==> config.mk <==
export PLATFORM = sky130hd
export DESIGN_NAME = console_line_editor
export DESIGN_NICKNAME = d
export VERILOG_FILES = /design/src/cle_pkg.sv /design/src/console_line_editor.sv /design/src/cle_ram.sv /design/src/cle_out_seq.sv
export SDC_FILE = /design/constraint.sdc
export NUM_CORES = 1
export LEC_CHECK = 0
export BUFFER_PORTS_ARGS = -buffer_cell sky130_fd_sc_hd__buf_2
export CAP_MARGIN = 20
export CORE_MARGIN = 5
export CORE_UTILIZATION = 55
export DETAILED_ROUTE_END_ITERATION = 16
export PLACE_DENSITY = 0.71
export SLEW_MARGIN = 0
export SYNTH_ARGS = -nofsm -noshare
export SYNTH_HDL_FRONTEND = slang
export SYNTH_SLANG_ARGS = --single-unit
==> constraint.sdc <==
create_clock -name clk -period 5.8 [get_ports clk]
set_input_delay 0.29 -clock clk [delete_from_list [all_inputs] [get_ports clk]]
set_output_delay 0.29 -clock clk [all_outputs]
set_load 0.03 [all_outputs]
==> src/cle_pkg.sv <==
// Shared constants, types and helpers for the console line editor.
package cle_pkg;

    // Line store size and derived widths
    localparam int BUFFER_BYTES = 64;
    localparam int ADDR_W       = (BUFFER_BYTES > 1) ? $clog2(BUFFER_BYTES) : 1;
    localparam int LEN_W        = 6;

    // Console key codes
    localparam logic [7:0] KEY_NUL   = 8'd0;
    localparam logic [7:0] KEY_BELL  = 8'd7;
    localparam logic [7:0] KEY_BS    = 8'd8;
    localparam logic [7:0] KEY_LF    = 8'd10;
    localparam logic [7:0] KEY_CR    = 8'd13;
    localparam logic [7:0] KEY_SPACE = 8'd32;
    localparam logic [7:0] KEY_DEL   = 8'd127;

    // Kind of result sequence a request produces
    typedef enum logic [2:0] {
        KIND_READ     = 3'd0,
        KIND_ECHO     = 3'd1,
        KIND_ERASE    = 3'd2,
        KIND_CR_ECHO  = 3'd3,
        KIND_CR_QUIET = 3'd4
    } kind_t;

    // Result plan handed to the output sequencer
    typedef struct packed {
        kind_t             kind;
        logic [7:0]        echo_byte;
        logic [LEN_W-1:0]  line_length;
        logic [7:0]        read_data;
    } plan_t;

    // Low bits of the fill count as a reported line length
    function automatic logic [LEN_W-1:0] to_len(input logic [ADDR_W-1:0] fc);
        logic [ADDR_W+LEN_W-1:0] wide;
        wide = {{LEN_W{1'b0}}, fc};
        return wide[LEN_W-1:0];
    endfunction

endpackage

==> src/console_line_editor.sv <==
// Top level of the console line editor: line store, fill count and result sequencing.
//
// Usage:
//   Input channel (in_valid / in_stall) carries one request: command 0 delivers
//   a received console byte in rx_byte, command 1 reads line store entry
//   read_index. Output channel (out_valid / out_stall) carries result items:
//   echo bytes, the completed-line report and read data, with last marking the
//   final item of a request. Bytes 0 and LF, and echo-only bytes with echo
//   off, produce no items.
//   cfg_write / cfg_data set the echo enable register (reset value one).
// Path: the first item of a request passes the decode register, then the
//   output register; the store read is a registered RAM read.
// Throughput: one request per cycle for requests with one result item while
//   out_stall is low; a request with several items (erase three, CR with echo
//   two) holds the single output register until its last item is delivered.
// Reset: fill count zero, all store entries read as zero (per-entry valid
//   flops cleared at once), echo on. No clearing pass is needed.
// Stall: a stalled result holds; in_stall rises once the decode register is
//   also full, so no request is lost.
module console_line_editor (
    input  logic                        clk,
    input  logic                        rst_n,
    input  logic                        cfg_write,
    input  logic                        cfg_data,
    input  logic                        in_valid,
    output logic                        in_stall,
    input  logic                        command,
    input  logic [7:0]                  rx_byte,
    input  logic [5:0]                  read_index,
    output logic                        out_valid,
    input  logic                        out_stall,
    output logic                        echo_valid,
    output logic [7:0]                  echo_byte,
    output logic                        line_done,
    output logic [cle_pkg::LEN_W-1:0]   line_length,
    output logic [7:0]                  read_data,
    output logic                        last
);

    localparam int AW = cle_pkg::ADDR_W;
    localparam int BB = cle_pkg::BUFFER_BYTES;

    logic                   echo_en_reg;
    logic [AW-1:0]          fc_reg, fc_next;
    logic [BB-1:0]          ent_valid_reg, ent_valid_next;

    logic                   s1_valid_reg, s1_valid_next;
    cle_pkg::plan_t         s1_plan_reg, plan_d;
    logic                   s1_rd_ok_reg, rd_ok_d;
    logic                   has_items;

    logic                   accept;
    logic                   seq_take;
    cle_pkg::plan_t         seq_plan;

    logic [AW+5:0]          idx_wide;
    logic [AW-1:0]          rd_addr;
    logic                   in_range;
    logic [AW:0]            fc_inc;
    logic [AW-1:0]          fc_dec;
    logic                   room;
    logic                   ram_we;
    logic [7:0]             ram_q;

    assign accept   = in_valid && !in_stall;
    assign in_stall = s1_valid_reg && !seq_take;

    // Read address and range check
    assign idx_wide = {{AW{1'b0}}, read_index};
    assign in_range = idx_wide < (AW + 6)'(BB);
    assign rd_addr  = idx_wide[AW-1:0];
    assign rd_ok_d  = in_range && ent_valid_reg[rd_addr];

    assign fc_inc = {1'b0, fc_reg} + {{AW{1'b0}}, 1'b1};
    assign fc_dec = fc_reg - {{(AW-1){1'b0}}, 1'b1};
    assign room   = fc_inc < (AW + 1)'(BB);

    // Request decode and line state update
    always_comb
    begin
        fc_next              = fc_reg;
        ent_valid_next       = ent_valid_reg;
        ram_we               = 1'b0;
        has_items            = 1'b0;
        plan_d.kind          = cle_pkg::KIND_ECHO;
        plan_d.echo_byte     = rx_byte;
        plan_d.line_length   = cle_pkg::to_len(fc_reg);
        plan_d.read_data     = 8'd0;
        if (command)
        begin
            plan_d.kind = cle_pkg::KIND_READ;
            has_items   = 1'b1;
        end
        else if (rx_byte == cle_pkg::KEY_NUL || rx_byte == cle_pkg::KEY_LF)
        begin
            has_items = 1'b0;
        end
        else if (rx_byte == cle_pkg::KEY_CR)
        begin
            ent_valid_next[fc_reg] = 1'b0;
            fc_next                = '0;
            has_items              = 1'b1;
            plan_d.kind            = echo_en_reg ? cle_pkg::KIND_CR_ECHO
                                                 : cle_pkg::KIND_CR_QUIET;
        end
        else if (rx_byte == cle_pkg::KEY_BS || rx_byte == cle_pkg::KEY_DEL)
        begin
            if (fc_reg != '0)
            begin
                fc_next                = fc_dec;
                ent_valid_next[fc_dec] = 1'b0;
                has_items              = echo_en_reg;
                plan_d.kind            = cle_pkg::KIND_ERASE;
            end
        end
        else if (room)
        begin
            ram_we                         = 1'b1;
            ent_valid_next[fc_reg]         = 1'b1;
            ent_valid_next[fc_inc[AW-1:0]] = 1'b0;
            fc_next                        = fc_inc[AW-1:0];
            has_items                      = echo_en_reg;
        end
        else
        begin
            plan_d.echo_byte = cle_pkg::KEY_BELL;
            has_items        = echo_en_reg;
        end
    end

    // Control registers
    always_ff @(posedge clk or negedge rst_n)
    begin
        if (!rst_n)
        begin
            echo_en_reg   <= 1'b1;
            fc_reg        <= '0;
            ent_valid_reg <= '0;
            s1_valid_reg  <= 1'b0;
        end
        else
        begin
            if (cfg_write)
            begin
                echo_en_reg <= cfg_data;
            end
            if (accept)
            begin
                fc_reg        <= fc_next;
                ent_valid_reg <= ent_valid_next;
            end
            s1_valid_reg <= s1_valid_next;
        end
    end

    // Decode register: filled on accept, emptied when the sequencer takes it
    always_comb
    begin
        if (accept)
        begin
            s1_valid_next = has_items;
        end
        else if (seq_take)
        begin
            s1_valid_next = 1'b0;
        end
        else
        begin
            s1_valid_next = s1_valid_reg;
        end
    end

    always_ff @(posedge clk)
    begin
        if (accept)
        begin
            s1_plan_reg  <= plan_d;
            s1_rd_ok_reg <= rd_ok_d;
        end
    end

    // Line store
    cle_ram #(
        .WIDTH (8),
        .DEPTH (BB)
    ) u_store (
        .clk   (clk),
        .we    (accept && ram_we),
        .waddr (fc_reg),
        .wdata (rx_byte),
        .re    (accept && command),
        .raddr (rd_addr),
        .rdata (ram_q)
    );

    // Merge read data into the plan
    always_comb
    begin
        seq_plan           = s1_plan_reg;
        seq_plan.read_data = s1_rd_ok_reg ? ram_q : 8'd0;
    end

    cle_out_seq u_seq (
        .clk         (clk),
        .rst_n       (rst_n),
        .plan_valid  (s1_valid_reg),
        .plan        (seq_plan),
        .take        (seq_take),
        .out_valid   (out_valid),
        .out_stall   (out_stall),
        .echo_valid  (echo_valid),
        .echo_byte   (echo_byte),
        .line_done   (line_done),
        .line_length (line_length),
        .read_data   (read_data),
        .last        (last)
    );

    // Checks
    a_fc_range: assert property (@(posedge clk) disable iff (!rst_n)
        ({1'b0, fc_reg} < (AW + 1)'(BB)))
        else $error("fill count beyond store");

    a_read_queued: assert property (@(posedge clk) disable iff (!rst_n)
        (accept && command) |=> s1_valid_reg)
        else $error("read request produced no plan");

    a_stall_full: assert property (@(posedge clk) disable iff (!rst_n)
        in_stall |-> (s1_valid_reg && out_valid))
        else $error("input stalled with free decode register");

endmodule

==> src/cle_ram.sv <==
// Generic simple dual-port RAM with registered read.
module cle_ram #(
    parameter int WIDTH = 8,
    parameter int DEPTH = 64
) (
    input  logic                         clk,
    input  logic                         we,
    input  logic [$clog2(DEPTH)-1:0]     waddr,
    input  logic [WIDTH-1:0]             wdata,
    input  logic                         re,
    input  logic [$clog2(DEPTH)-1:0]     raddr,
    output logic [WIDTH-1:0]             rdata
);

    logic [WIDTH-1:0] mem [DEPTH];
    logic [WIDTH-1:0] rdata_reg;

    // Write port
    always_ff @(posedge clk)
    begin
        if (we)
        begin
            mem[waddr] <= wdata;
        end
    end

    // Registered read port, holds when not enabled
    always_ff @(posedge clk)
    begin
        if (re)
        begin
            rdata_reg <= mem[raddr];
        end
    end

    assign rdata = rdata_reg;

endmodule

==> src/cle_out_seq.sv <==
// Output sequencer: turns one result plan into one to three result items.
module cle_out_seq (
    input  logic                        clk,
    input  logic                        rst_n,
    input  logic                        plan_valid,
    input  cle_pkg::plan_t              plan,
    output logic                        take,
    output logic                        out_valid,
    input  logic                        out_stall,
    output logic                        echo_valid,
    output logic [7:0]                  echo_byte,
    output logic                        line_done,
    output logic [cle_pkg::LEN_W-1:0]   line_length,
    output logic [7:0]                  read_data,
    output logic                        last
);

    logic           busy_reg, busy_next;
    logic [1:0]     step_reg, step_next;
    cle_pkg::plan_t plan_reg, plan_next;
    logic           out_fire;

    // Item fields from the held plan and the step within it
    always_comb
    begin
        echo_valid  = 1'b0;
        echo_byte   = 8'd0;
        line_done   = 1'b0;
        line_length = '0;
        read_data   = 8'd0;
        last        = 1'b1;
        case (plan_reg.kind)
            cle_pkg::KIND_READ:
            begin
                read_data = plan_reg.read_data;
            end
            cle_pkg::KIND_ECHO:
            begin
                echo_valid = 1'b1;
                echo_byte  = plan_reg.echo_byte;
            end
            cle_pkg::KIND_ERASE:
            begin
                echo_valid = 1'b1;
                echo_byte  = (step_reg == 2'd1) ? cle_pkg::KEY_SPACE : cle_pkg::KEY_BS;
                last       = (step_reg == 2'd2);
            end
            cle_pkg::KIND_CR_ECHO:
            begin
                echo_valid = 1'b1;
                if (step_reg == 2'd0)
                begin
                    echo_byte = cle_pkg::KEY_CR;
                    last      = 1'b0;
                end
                else
                begin
                    echo_byte   = cle_pkg::KEY_LF;
                    line_done   = 1'b1;
                    line_length = plan_reg.line_length;
                end
            end
            cle_pkg::KIND_CR_QUIET:
            begin
                line_done   = 1'b1;
                line_length = plan_reg.line_length;
            end
            default:
            begin
                last = 1'b1;
            end
        endcase
    end

    assign out_valid = busy_reg;
    assign out_fire  = busy_reg && !out_stall;
    assign take      = !busy_reg || (out_fire && last);

    // Sequencing: advance on each delivered item, reload after the last
    always_comb
    begin
        busy_next = busy_reg;
        step_next = step_reg;
        plan_next = plan_reg;
        if (out_fire && !last)
        begin
            step_next = step_reg + 2'd1;
        end
        else if (take)
        begin
            busy_next = plan_valid;
            step_next = 2'd0;
            if (plan_valid)
            begin
                plan_next = plan;
            end
        end
    end

    always_ff @(posedge clk or negedge rst_n)
    begin
        if (!rst_n)
        begin
            busy_reg <= 1'b0;
            step_reg <= 2'd0;
        end
        else
        begin
            busy_reg <= busy_next;
            step_reg <= step_next;
        end
    end

    always_ff @(posedge clk)
    begin
        plan_reg <= plan_next;
    end

    // Checks
    a_step_range: assert property (@(posedge clk) disable iff (!rst_n)
        busy_reg |-> (step_reg != 2'd3))
        else $error("sequencer step out of range");

    a_step_kind: assert property (@(posedge clk) disable iff (!rst_n)
        (busy_reg && step_reg != 2'd0) |->
            (plan_reg.kind == cle_pkg::KIND_ERASE || plan_reg.kind == cle_pkg::KIND_CR_ECHO))
        else $error("multi-item step on a single-item plan");

    a_step_hold: assert property (@(posedge clk) disable iff (!rst_n)
        (busy_reg && out_stall) |=> (busy_reg && $stable(step_reg)))
        else $error("sequencer moved while stalled");

endmodule

* After elaboration in Yosys (flattened, before gate mapping)
Memory sizes are Yosys's and may differ from the RTL's. A register that Yosys moved wholly into a read port is not among the register bits.
Cells that the tools add are included.
** Storage, ports and cells
- Logic and storage cells :: 131
- Bits in writable memories :: 512
- Register bits :: 118
- Bits of input ports :: 21
- Memories :: 1
** Cells by class
- Add/sub/neg operators :: 3
- Reduce and logical (&&, ||, !) cells :: 31
- Bitwise gates (word level) :: 10
- Equal/unequal tests :: 11
- Magnitude comparators :: 9
- Mux-type cells :: 51
** Memories
- u_store.mem :: words 64, width 8, rd ports 1, clocked after memory_dff 1, wr ports 1, RTL line cle_ram.sv:15 : logic [WIDTH-1:0] mem [DEPTH];
** Operator list (count)
- 64-bit 2-to-1 mux :: 4
- 64-bit AND :: 3
- 64-bit inverter :: 3
- 64-bit bitwise OR :: 1
- 8-bit 2-to-1 mux :: 5
- 6-bit 2-to-1 mux :: 6
- 6-bit by 7-bit < comparator with 1-bit output (second input constant) :: 5
- 8-bit by 4-bit == test with 1-bit output (second input constant) :: 3
- 8-bit one-hot mux with 3 select lines :: 1
- 1-bit 2-to-1 mux :: 20
- 1-bit demux with 6-bit select :: 3
- 6-bit by 1-bit >= comparator with 1-bit output (second input constant) :: 3
- 3-bit 2-to-1 mux :: 4
- 6-bit one-hot mux with 2 select lines :: 1
- 1-bit logical AND :: 11
- 9-bit 2-to-1 mux :: 1
- 8-bit by 7-bit == test with 1-bit output (second input constant) :: 1
- 8-bit logical NOT :: 1
- 6-bit by 1-bit adder with 7-bit output (second input constant) :: 1
- 7-bit < comparator (second input constant) :: 1
- 1-bit binary-select mux with 6-bit select :: 1
- 3-bit by 2-bit == test with 1-bit output (second input constant) :: 2
- 2-bit 2-to-1 mux :: 3
- 6-bit nonzero test :: 1
- other kinds (20) :: 30

* Longest topological paths before layout
- Depth after elaboration :: 12
- Mapped depth :: 11
- Depth with buffers taken out :: 8

* Hierarchy
Synthesis repeated with hierarchy kept, for this count alone.
** Second synthesis, totals
- Cell total of the unflattened synthesis :: 1732
- Area total of the unflattened synthesis :: 27956.8 um2
** By module, submodules not included
- cle_ram :: times used 1, cells an instance 940, area an instance 20246.9 um2
- console_line_editor :: times used 1, cells an instance 702, area an instance 6478.7 um2
- cle_out_seq :: times used 1, cells an instance 90, area an instance 1231.2 um2

* Least setup slack after synthesis
No wires, ideal clock.
- Kind :: reg2reg
- Start point :: register fc_reg[0]
- End point :: memory u_store.mem[1][0] (enable)
- Slack :: 2.953 ns
- Arrival :: 2.464 ns
- Data required time :: 5.417 ns
- Stages on the path, launching flop included :: 9
- Library setup time :: 0.383 ns
- Buffers on the path :: 3
- Cell sequence :: dfrtp_1 ha_1 clkbuf_1 and3_1 clkbuf_1 nand3_1 nand3_1 clkbuf_1 nor3_1
** Between the ends
- Cells in the longest elaborated chain, start to end :: 10
** Ends and longest elaborated chain
- start: declaration :: RTL line console_line_editor.sv:44 : logic [AW-1:0] fc_reg, fc_next;
- start signal: assignment :: RTL line console_line_editor.sv:149 : fc_reg <= fc_next;
- 6-bit by 1-bit adder with 7-bit output :: RTL line console_line_editor.sv:74 : assign fc_inc = {1'b0, fc_reg} + {{AW{1'b0}}, 1'b1};
- 7-bit < comparator :: RTL line console_line_editor.sv:76 : assign room = fc_inc < (AW + 1)'(BB);
- 1-bit 2-to-1 mux :: RTL line console_line_editor.sv:116 : else if (room)
- 1-bit 2-to-1 mux :: RTL line console_line_editor.sv:106 : else if (rx_byte == cle_pkg::KEY_BS || rx_byte == cle_pkg::KEY_DEL)
- 1-bit 2-to-1 mux :: RTL line console_line_editor.sv:98 : else if (rx_byte == cle_pkg::KEY_CR)
- 1-bit 2-to-1 mux :: RTL line console_line_editor.sv:94 : else if (rx_byte == cle_pkg::KEY_NUL || rx_byte == cle_pkg::KEY_LF)
- 1-bit 2-to-1 mux :: RTL line console_line_editor.sv:89 : if (command)
- 1-bit logical AND :: RTL line console_line_editor.sv:188 : .we (accept && ram_we),
- 1-bit 2-to-1 mux :: RTL line cle_ram.sv:21 : if (we)
- 1-bit 2-to-1 mux (not written as such) :: RTL line cle_ram.sv:23 : mem[waddr] <= wdata;
- end: declaration :: RTL line cle_ram.sv:15
Parallel ways exist; a longest one is shown, timed or not.

* Final worst setup path
- Start point :: register fc_reg[0]
- End point :: memory u_store.mem[49][5] (enable)
The elaborated chain is that of the path after synthesis.

==> results_tabular.tex <==
\begin{tabular}{lr}
\hline
Metric & Value \\
\hline
\multicolumn{2}{l}{\textbf{Worst setup path}} \\
Type of element launching the critical path & flop \\
Largest driver fanout on the critical path & 29 \\
Critical path type & reg2reg \\
Required time of the worst setup path & $\sim$6 ns \\
Data arrival time at the worst-slack endpoint & 4.07 ns \\
CP endpoint kind & flop \\
\multicolumn{2}{l}{\textbf{Synth}} \\
Async set-reset flop share out of synthesis & between 10\% and 20\% \\
Post-synth top area cell & sky130\_fd\_sc\_hd\_\_edfxtp\_1 \\
Count of state elements after synthesis & around 640 \\
Most frequently used flop master after synthesis & sky130\_fd\_sc\_hd\_\_edfxtp\_1 \\
Cell area after synthesis & around 28000 um2 \\
Netlist cell types & a little over 80 \\
Avg Cell Area, Syn & between 15 and 20 um2 \\
Yosys warns & 0 \\
Top-area cell type share of the netlist area & about 61\% \\
Instance count of the mapped netlist & 1700 \\
Top area cells in the synthesized netlist & sky130\_fd\_sc\_hd\_\_edfxtp\_1 (61\%), sky130\_fd\_sc\_hd\_\_mux4\_2 (15\%), sky130\_fd\_sc\_hd\_\_dfrtp\_1 (6.6\%), sky130\_fd\_sc\_hd\_\_nor2\_1 (1.6\%), sky130\_fd\_sc\_hd\_\_clkbuf\_1 (1.2\%) \\
Post-Syn Nets & 1727 \\
Most frequent cell after synthesis & sky130\_fd\_sc\_hd\_\_edfxtp\_1 \\
Sequential cell area fraction in the yosys report & 67.26\% \\
Number of synthesized flops with an enable pin & 563 \\
Most used standard cells in the synthesized netlist & sky130\_fd\_sc\_hd\_\_edfxtp\_1 (563), sky130\_fd\_sc\_hd\_\_mux4\_2 (180), sky130\_fd\_sc\_hd\_\_nor2\_1 (120) \\
\multicolumn{2}{l}{\textbf{Routing}} \\
Detailed-route wire length & between 70 and 80 mm \\
DR vias & $\sim$17000 \\
Highest layer used for signal routing & met5 \\
Number of remaining DRC errors & 0 \\
Iteration-0 DRC count of the detailed router & around 2200 \\
Routed wire per std cell & about 29 um \\
First-pass iteration count of the detailed router & 6 \\
DR vias/cell & roughly 6.8 \\
Length of routed met2 wiring & approximately 34 mm \\
Number of nets still failing antenna checks after routing & 0 \\
Routed metal-1 wirelength & $\sim$29 mm \\
Routed wire length on met3 & 7.185 mm \\
\multicolumn{2}{l}{\textbf{Timing}} \\
Least-Margin Pin Slew & about 1.1 ns \\
Relative slew margins & roughly a quarter \\
Final Hold Viols & 0 \\
Final worst hold slack & $\sim$0.051 ns \\
Setup repair after global routing missed its margin & false \\
Final setup violating endpoints & 0 \\
Setup TNS Final & 0 ns \\
Post-route fraction of the period consumed by the critical path & 66.46\% \\
Period minus WS final & between 3 and 4 ns \\
Number of max-slew violations in the final report & 0 \\
Clock Skew & around 0.017 ns \\
Max Fclk & approximately 260 MHz \\
\multicolumn{2}{l}{\textbf{CTS}} \\
CTS clock-pin slew for the worst setup and hold paths & 0.06 ns \\
Clock latency of the later-clocked register in the worst-skew pair & around 0.6 ns \\
Maximum number of buffers from clock root to sink & 3 \\
CTS H-Tree Depth & 3 \\
Inserted Clock Buffers & between 60 and 70 \\
Setup Fix Bufs, Post-CTS & 0 \\
CTS root buf & sky130\_fd\_sc\_hd\_\_clkbuf\_16 \\
TritonCTS clock tree & built \\
Clock sink count & $\sim$640 \\
\multicolumn{2}{l}{\textbf{Die}} \\
Effective utilization at floorplan & a little under three fifths \\
Die outline height & between 200 and 250 um \\
Chip width & around 240 um \\
Core ar. & roughly 50000 um2 \\
Area of the die & 55390 um2 \\
\# IOs & 48 \\
Row Count & 82 \\
\multicolumn{2}{l}{\textbf{Layout}} \\
Layout Area Growth over Synthesis & 11.94\% \\
Max reg flops & 512 \\
Filler Cell Count & about 3500 \\
Net total in the final layout & 1786 \\
Share of cells above drive strength 1 & 23.86\% \\
\multicolumn{2}{l}{\textbf{Outcome}} \\
Status & finished, final reports clean \\
\multicolumn{2}{l}{\textbf{Placed design}} \\
Final weighted congestion in routability-driven placement & a little under 1 \\
Number of port buffers & 47 \\
Total half-perimeter wirelength after legalization and detailed placement & 45.79 mm \\
\multicolumn{2}{l}{\textbf{Global routing}} \\
Wire length of the first global-routing pass & between 100 and 150 mm \\
Number of antenna violations at the first check in global routing & 5 \\
Vias in the first global route & 16630 \\
Largest net degree at the start of global routing & 77 \\
Total overflow reported by the global router & 0 \\
Combined global-route utilization of all metal layers & between 20\% and 30\% \\
\multicolumn{2}{l}{\textbf{Hold path}} \\
Hold crit path type & in2reg \\
\multicolumn{2}{l}{\textbf{Pwr}} \\
Total power density per cell area & 371.3 nW/um2 \\
Maximum vdd drop & 0.2781 mV \\
Static leakage & approximately 10 nW \\
\multicolumn{2}{l}{\textbf{Job}} \\
MaxCap Viol Count & 0 \\
\hline
\end{tabular}
## report_power, final
part / switching (mW) / leakage (nW) / internal [mW]
Clock: 1.74 / 1.02 / 2.37
Combinational: 1.50 / 3.15 / 0.609
Sequential: 0.196 / 5.95 / 5.19
Total: 3.44 / 10.1 / 8.17
## path summary, 6_finish.rpt
| path | start | to | slack (ns) | cells past startpoint |
|---|---|---|---|---|
| min in group asynchronous | rst_n | ent_valid_reg[24]$_DFFE_PN0P_ | 0.20 | 2 |
| min | rx_byte[6] | u_store.mem[62][6]$_DFFE_PP_ | 0.05 | 1 |
| max reg2reg | fc_reg[0]$_DFFE_PN0P_ | u_store.mem[49][5]$_DFFE_PP_ | 1.95 | 5 |
| min reg2reg | s1_plan_reg[15]$_DFFE_PP_ | u_seq.plan_reg[15]$_DFFE_PP_ | 0.42 | 0 |
| max | fc_reg[0]$_DFFE_PN0P_ | u_store.mem[49][5]$_DFFE_PP_ | 1.95 | 5 |
| max in group asynchronous | rst_n | ent_valid_reg[6]$_DFFE_PN0P_ | 4.99 | 3 |
## metal layers
layer | vias up | global-route usage, %
met1 | 8724 | 37.43
met4 | 4 | 7.635
met3 | 143 | 6.678
li1 | 7104 | -
met2 | 966 | 39.75
met5 | - | 0
## layout make-up
class / instances / area [um2] / share of cell area, %
clock inverters: 35 / 300.3 / 0.9605
inverters: 14 / 52.55 / 0.1681
flip-flops and latches: 638 / 18780 / 60.08
repair buffers: 124 / 920.9 / 2.946
clock buffers: 80 / 1778 / 5.687
diodes: 2 / 5.005 / 0.01601
well taps: 672 / 840.8 / 2.689
multi-input cells: 915 / 8582 / 27.45
## per-stage QoR
| stage | area, um2 | power, mW | setup slack, ns | std cells | util (%) |
|---|---|---|---|---|---|
| detailed placement | 29030 | 7.476 | 1.589 | 2352 | 57.87 |
| global route | 31260 | 11.99 | 1.703 | 2478 | 62.30 |
| CTS | 31150 | 11.57 | 1.916 | 2471 | 62.09 |
| finish | 31260 | 11.61 | 1.945 | 2480 | 62.31 |
| floorplan | 27930 | 6.712 | 2.953 | 1700 | - |
| global placement | 29030 | 7.443 | 1.777 | 2352 | 57.87 |
## kinds of logic (layout without fill, tap and decap cells)
| logic type | after synthesis | after routing | synth area share [%] |
|---|---|---|---|
| DFF | 638 | 638 | 67.26 |
| and+or+nand+nor | 363 | 363 | 6.581 |
| AOI/OAI and AO/OA | 356 | 356 | 8.924 |
| muxes | 182 | 182 | 14.59 |
| buffers and inverters | 147 | 253 | 2.128 |
| xor gates and xnor gates | 8 | 8 | 0.2509 |
| adders and majority gates | 6 | 6 | 0.2688 |
| other | 0 | 2 | 0 |
## worst max-delay path, stage by stage (launching register included)
cell and delay, ns:
sky130_fd_sc_hd__dfrtp_1 0.65, sky130_fd_sc_hd__ha_1 0.47, sky130_fd_sc_hd__and3_1 0.30, sky130_fd_sc_hd__nand3_1 0.24, sky130_fd_sc_hd__nand3_1 0.73, sky130_fd_sc_hd__nor3_1 1.08
## repair_timing
item,CTS,global route
hold buffers,4,0
resized for setup,0,0
hold endpoints to repair,76,0
## cell usage in the layout, fill, tap and decap left out, drive strengths merged, types with 8 or more instances in the layout
cell type / n
a211oi: 10
a21oi: 60
a311oi: 16
a31oi: 35
and2: 23
and3: 8
buf: 120
clkbuf: 80
clkinv: 26
dfrtp: 74
edfxtp: 563
inv: 18
mux4: 180
nand2: 47
nand2b: 12
nand3: 22
nor2: 120
nor2b: 17
nor3: 63
o21a: 9
o21ai: 59
o221ai: 29
o22a: 8
o22ai: 25
o31ai: 32
o32a: 9
o32ai: 10
or2: 10
or3: 11
No activity file was read; power rests on OpenSTA's default activity.
